### src/rtl/bpl_pkg.sv
// Shared types and constants for the buffer-pool frame manager.
package bpl_pkg;

    localparam int FRAMES = 16;
    localparam int IDX_W  = (FRAMES > 1) ? $clog2(FRAMES) : 1;

    localparam int DB_W    = 8;
    localparam int TABLE_W = 16;
    localparam int PAGE_W  = 32;
    localparam int STAMP_W = 32;
    localparam int OUT_IDX_W = 4;

    // Page request and stamp, broadcast to every cell.
    typedef struct packed {
        logic [DB_W-1:0]    db;
        logic [TABLE_W-1:0] table_id;
        logic [PAGE_W-1:0]  page;
        logic [STAMP_W-1:0] stamp;
    } req_t;

    // Search token that walks the chain, one cell per cycle.
    typedef struct packed {
        logic               valid;
        logic               hit_found;
        logic [IDX_W-1:0]   hit_idx;
        logic               free_found;
        logic [IDX_W-1:0]   free_idx;
        logic               best_found;
        logic [STAMP_W-1:0] best_age;
        logic [IDX_W-1:0]   best_idx;
        logic               best_dirty;
        logic [DB_W-1:0]    best_db;
        logic [TABLE_W-1:0] best_table;
        logic [PAGE_W-1:0]  best_page;
    } tok_t;

    // Frame update, broadcast to every cell; only the addressed cell applies it.
    typedef struct packed {
        logic               en;
        logic [IDX_W-1:0]   idx;
        logic               fill;
        logic               wr;
        logic [DB_W-1:0]    db;
        logic [TABLE_W-1:0] table_id;
        logic [PAGE_W-1:0]  page;
        logic [STAMP_W-1:0] stamp;
    } upd_t;

endpackage

### src/rtl/bpl_cell.sv
// One frame of the pool: holds its tag, flags and stamp and forwards the search token.
module bpl_cell (
    input  logic                           aclk,
    input  logic                           aresetn,
    input  logic [bpl_pkg::IDX_W-1:0]      cell_idx,
    input  bpl_pkg::req_t                  req,
    input  bpl_pkg::upd_t                  upd,
    input  bpl_pkg::tok_t                  tok_in,
    output bpl_pkg::tok_t                  tok_out
);

    logic                              valid_reg;
    logic                              dirty_reg;
    logic [bpl_pkg::DB_W-1:0]          db_reg;
    logic [bpl_pkg::TABLE_W-1:0]       table_reg;
    logic [bpl_pkg::PAGE_W-1:0]        page_reg;
    logic [bpl_pkg::STAMP_W-1:0]       stamp_reg;
    bpl_pkg::tok_t                     tok_reg;
    bpl_pkg::tok_t                     tok_next;
    logic                              match;
    logic [bpl_pkg::STAMP_W-1:0]       age;

    assign match = valid_reg && (db_reg == req.db) && (table_reg == req.table_id)
                   && (page_reg == req.page);
    // Wrapping age against the current access count.
    assign age = req.stamp - stamp_reg;

    always_comb begin
        tok_next = tok_in;
        if (tok_in.valid) begin
            if (match && !tok_in.hit_found) begin
                tok_next.hit_found = 1'b1;
                tok_next.hit_idx   = cell_idx;
            end
            if (!valid_reg && !tok_in.free_found) begin
                tok_next.free_found = 1'b1;
                tok_next.free_idx   = cell_idx;
            end
            // Strictly older only, so the lower index keeps a tie.
            if (valid_reg && (!tok_in.best_found || (age > tok_in.best_age))) begin
                tok_next.best_found = 1'b1;
                tok_next.best_age   = age;
                tok_next.best_idx   = cell_idx;
                tok_next.best_dirty = dirty_reg;
                tok_next.best_db    = db_reg;
                tok_next.best_table = table_reg;
                tok_next.best_page  = page_reg;
            end
        end
    end

    always_ff @(posedge aclk) begin
        if (!aresetn) begin
            tok_reg.valid <= 1'b0;
        end else begin
            tok_reg <= tok_next;
        end
    end

    always_ff @(posedge aclk) begin
        if (!aresetn) begin
            valid_reg <= 1'b0;
            dirty_reg <= 1'b0;
        end else if (upd.en && (upd.idx == cell_idx)) begin
            if (upd.fill) begin
                valid_reg <= 1'b1;
                dirty_reg <= upd.wr;
            end else begin
                dirty_reg <= dirty_reg | upd.wr;
            end
        end
    end

    always_ff @(posedge aclk) begin
        if (upd.en && (upd.idx == cell_idx)) begin
            if (upd.fill) begin
                db_reg    <= upd.db;
                table_reg <= upd.table_id;
                page_reg  <= upd.page;
            end
            stamp_reg <= upd.stamp;
        end
    end

    assign tok_out = tok_reg;

endmodule

### config.mk
export PLATFORM = sky130hd
export DESIGN_NAME = bpl_cell
export DESIGN_NICKNAME = d
export VERILOG_FILES = /design/src/rtl/bpl_pkg.sv /design/src/rtl/bpl_cell.sv
export SDC_FILE = /design/constraint.sdc
export NUM_CORES = 1
export LEC_CHECK = 0
export ABC_AREA = 1
export BUFFER_PORTS_ARGS = -buffer_cell sky130_fd_sc_hd__buf_4
export CORE_AREA = 2 2 156 158
export CTS_CLUSTER_DIAMETER = 60
export DETAILED_ROUTE_END_ITERATION = 10
export DIE_AREA = 0 0 158 160
export PLACE_DENSITY_LB_ADDON = 0.12
export SYNTH_ARGS = -nofsm -noshare
export SYNTH_HDL_FRONTEND = slang
export SYNTH_SLANG_ARGS = --single-unit
### constraint.sdc
create_clock -name aclk -period 5.62 [get_ports aclk]
set_input_delay 0 -clock aclk [delete_from_list [all_inputs] [get_ports aclk]]
set_output_delay 0 -clock aclk [all_outputs]
set_load 0.005 [all_outputs]
Yosys cells after proc, flatten, opt, wreduce, memory -nomap -nowiden
Cells that the tools add are included.
{ "word_totals": {"regBits": 195, "inputBits": 294} }
{ "op_classes": {"addsub": 1, "n_lt_le_gt_ge": 1, "eq_ne": 4, "n_mux": 5, "bitwise_logic": 1, "n_reduce_logical": 13} }
{ "op_table": {"columns": ["op", "count"], "rows": [
  ["$mux W104", 1],
  ["$mux W94", 1],
  ["$eq A32 B32 Y1", 1],
  ["$gt A32 B32 Y1", 1],
  ["$sub A32 B32 Y32", 1],
  ["$eq A16 B16 Y1", 1],
  ["$mux W5", 2],
  ["$eq A8 B8 Y1", 1],
  ["$logic_and A1 B1 Y1", 7],
  ["$eq A4 B4 Y1", 1],
  ["$logic_not A1 Y1", 4],
  ["$reduce_and A2 Y1", 1],
  ["$logic_or A1 B1 Y1", 1],
  ["$mux W1", 1],
  ["$or A1 B1 Y1", 1]
]} }

Longest topological paths before layout
{ "depth": {"depth_word": 7, "depth_mapped": 28} }

Worst setup path before layout
OpenSTA, ideal clock, no wires.
{ "synth_timing": {"path_kind": "input-to-reg", "start": "in upd[90] (netlist name)", "end": "reg db_reg[0] (netlist name) (enable)", "setup_ns": 0.471, "arrival_time_ns": 2.795, "t_required_ns": 5.149, "setup_slack_ns": 2.354, "stages": 5, "path_buffers": 0, "path_cell_list": "inv_1 a21oi_1 o2111ai_1 nand2b_1 nor2_1"} }
{ "synth_via": {"elab_chain_len": 3} }
{ "synth_lines": {"columns": ["item", "line", "rtl"], "rows": [
  ["start: declaration", "bpl_cell.sv:7", "input bpl_pkg::upd_t upd,"],
  ["$eq A4 B4 Y1", "bpl_cell.sv:75", "if (upd.en && (upd.idx == cell_idx)) begin"],
  ["$logic_and A1 B1 Y1", "bpl_cell.sv:75", null],
  ["$reduce_and A2 Y1 (no source line)", null, null],
  ["end signal: assignment", "bpl_cell.sv:77", "db_reg <= upd.db;"],
  ["end: declaration", "bpl_cell.sv:14", "logic [bpl_pkg::DB_W-1:0] db_reg;"]
]} }
Every way passes these cells.
A chain may end at the register's enable or synchronous reset.

==> impl_metrics.tcl <==
set metrics [dict create \
    status "complete, no violations" \
    ys.warnings.count 0 \
    timing.setup.tns_ns 0 \
    grt_use_met3_pct 7.354 \
    place_hpwl_mm 30.59 \
    drv_cap 0 \
    cp-end-kind "flop" \
    cts_num_sinks 195 \
    die_area_um2 25280 \
    max_stage_delay_ns 0.65 \
    worst_hold_path_type "primary input to flop" \
    ys_seq_area_share_pct 50.96 \
    fin_skew_ns 0.01464 \
    synth_area_leader_cell "edfxtp_1" \
    post-route-period-util_pct 88.95 \
    die_h_um 160 \
    ys_top_cells_by_count "nand2_1, inv_1, edfxtp_1, nand3_1, nor2_1" \
    hold_ws_ns 0.006602 \
    slew_violations 0 \
    dr.pass1.iters 6 \
    cp_top_family "simple AND/OR/NAND/NOR gates" \
    cts_tree "yes" \
    grt_most_used_layer "met2" \
    ys.flop_type "edfxtp_1" \
    path_cells "ha_1, inv_1, fa_1, nand3_1, nand3_1, nand3_1, nand3_1, nand2_1, nand2_1, nand2_1, nand2_1, ha_1, nand2_1, nor2_1, nor3b_2, nand2_1, nand2_1, nand2_1, nand2_4, buf_4, nand3_1, nand2_1, dlygate4sd3_1" \
    cts-root-buf "clkbuf_16" \
    drt_iter0_drc 948 \
    io_pins 399 \
    grt_pass1_wl_mm 64.47 \
    ant_nets 0 \
    r2r_cells 23 \
    largest_register_ffs 105 \
    vias 11730 \
    synthCells 1339 \
    arrival_ns 5.31 \
    clock_latency_ns 0.44 \
    core_area_um2 23820 \
    clock_path_buffers 2 \
    globalplace.congestion 0.9570 \
    holdPathStages 4 \
    ys_types 34 \
    cpMostUsedCell "nand2_1" \
    grt_pass1_vias 11710 \
    setup_violations 0 \
    row_count 57 \
    final_nets 2294 \
    grt_setup_unrepaired "false" \
    dieWidth_um 158 \
    drc 0 \
    path_max_fanout 57 \
    crit_buf_inv 3 \
    crit_slowest_cell "buf_4" \
    worst_slew_pin_slew_ns 0.8120 \
    power.density_nw_per_um2 221.0 \
    avgRoutedWirePerCell_um 18.86 \
    hold_end "dirty_reg" \
    vias_per_cell 5.156 \
    met1_usage_pct 42.42 \
    grt_usage_pct 33.55 \
    synthesis.area_um2 11430 \
    clk_pin_slew_worst_paths_ns 0.08 \
    grt_overflow_total 0 \
    r2r-start "stamp_reg[0]" \
    avgSynthCellArea_um2 8.537 \
    synth-seq-cells 195 \
    met2_usage_pct 56.52 \
    synth-edff-count 192 \
    crit_required_ns 5.93 \
    post-synth-top-count-cell "nand2_1" \
    routed_wl_mm 42.90 \
    start_util_pct 47.99 \
    r2r-end "tok_out[60]" \
    grt_antenna_before_repair 2 \
    r2r_setup_slack_ns 0.62 \
    async_flop_share_pct 0 \
    slew_headroom_pct 45.87 \
    synth_top_area_share_pct 50.44 \
    post_cts_buffers 0 \
    drive_gt1_share_pct 23.29 \
    power_leakage_nw 8.446 \
    htreeDepth 4 \
    area_growth_pct 51.76 \
    worstSetupPathType "flop to flop" \
    fin_crit_ns 4.999 \
    ir_drop_mv 0.2067 \
    min_from "upd[89]" \
    netlist_top_cells_area "edfxtp_1, nand2_1, ha_1, inv_1, nand3_1" \
    startpoint_type "flop" \
    hold_viol_final 0 \
    grt_max_degree 94 \
    fmax_mhz 200.0 \
    io_buffers 398 \
    synth_nets 1697 \
    numCtsBuffers 17 \
]
-- layout make-up --
| cell class | count | area, µm² |
|---|---|---|
| timing repair buffer | 608 | 5077 |
| multi-input combinational | 917 | 4695 |
| clock buffer | 17 | 425.4 |
| clock inverter | 15 | 173.9 |
| fill | 1846 | 6472 |
| sequential | 195 | 5826 |
| antenna | 2 | 5.005 |
| inverter | 197 | 740.7 |
| tap | 324 | 405.4 |
-- routing by layer --
| layer | routed length, µm | part of all wire (%) |
|---|---|---|
| met5 | 0 | 0 |
| met4 | 1585 | 3.7 |
| met2 | 20630 | 48 |
| met3 | 3871 | 9.0 |
| met1 | 16820 | 39 |
-- timing repair --
item	in CTS	in global routing
resized for setup	0	1
hold endpoints to repair	194	0
setup endpoints to repair	0	3
hold buffers	205	0
-- power by group --
group          switching, mW  internal [mW]  total (mW)
combinational          0.446          0.429       0.875
clock                  0.656          0.607        1.26
sequential            0.0255           1.67        1.70
-- logic make-up (layout without fill, tap and decap cells) --
group | after synthesis | in the layout | share of synthesized area, %
other | 0 | 2 | 0
flip-flops | 195 | 195 | 50.96
buffers and inverters | 227 | 837 | 8.198
AO/OA/AOI/OAI | 95 | 95 | 4.488
adder cells (fa/ha/maj) | 64 | 64 | 7.071
AND/OR/NAND/NOR | 720 | 720 | 26.32
XOR/XNOR | 36 | 36 | 2.758
multiplexers | 2 | 2 | 0.1970
-- tightest hold or removal path, delay by kind of cell --
kind | cells | cell delay (ns)
buf+inv | 2 | 0.17
compound gates | 2 | 0.24
-- worst max-delay path by stage --
stage | from | cells after the start | slack, ns | to
floorplan | upd[90] | 5 | 2.35 | db_reg[0]
global placement | stamp_reg[2] | 24 | 0.98 | tok_out[70]
detailed placement | stamp_reg[2] | 24 | 0.88 | tok_out[70]
CTS | stamp_reg[2] | 25 | 0.39 | tok_out[59]
global route | stamp_reg[0] | 24 | 0.22 | tok_out[57]
finish | stamp_reg[0] | 23 | 0.62 | tok_out[60]
-- through the flow --
stage / setup WS [ns] / power, mW / utilization (%) / std cells / cell area [µm²]
2_1_floorplan: 2.354 / 2.082 / - / 1339 / 11430
3_3_place_gp: 0.9795 / 2.453 / 61.64 / 2036 / 14680
3_5_place_dp: 0.8778 / 2.460 / 61.64 / 2036 / 14680
4_1_cts: 0.3885 / 3.820 / 72.77 / 2273 / 17330
5_1_grt: 0.2222 / 3.980 / 72.82 / 2274 / 17350
6_report: 0.6208 / 3.834 / 72.83 / 2275 / 17350
-- layout by cell type (no fill, tap or decap), drive strengths merged --
master         n
xnor2         13
nand4         22
and2           1
xor2          23
a21oi         43
o2111ai        1
nand2        461
inv          204
ha            63
mux2           2
clkbuf        17
o22ai         13
a21o           1
nor3          12
or2            1
edfxtp       192
o21ai         31
nor3b          2
nand3        129
nand2b         1
nor2          85
dfxtp          3
nand3b         6
diode          2
clkinv         8
buf          403
o21a           2
o21bai         4
dlygate4sd3  205
fa             1
(Power assumes the default switching activity.)
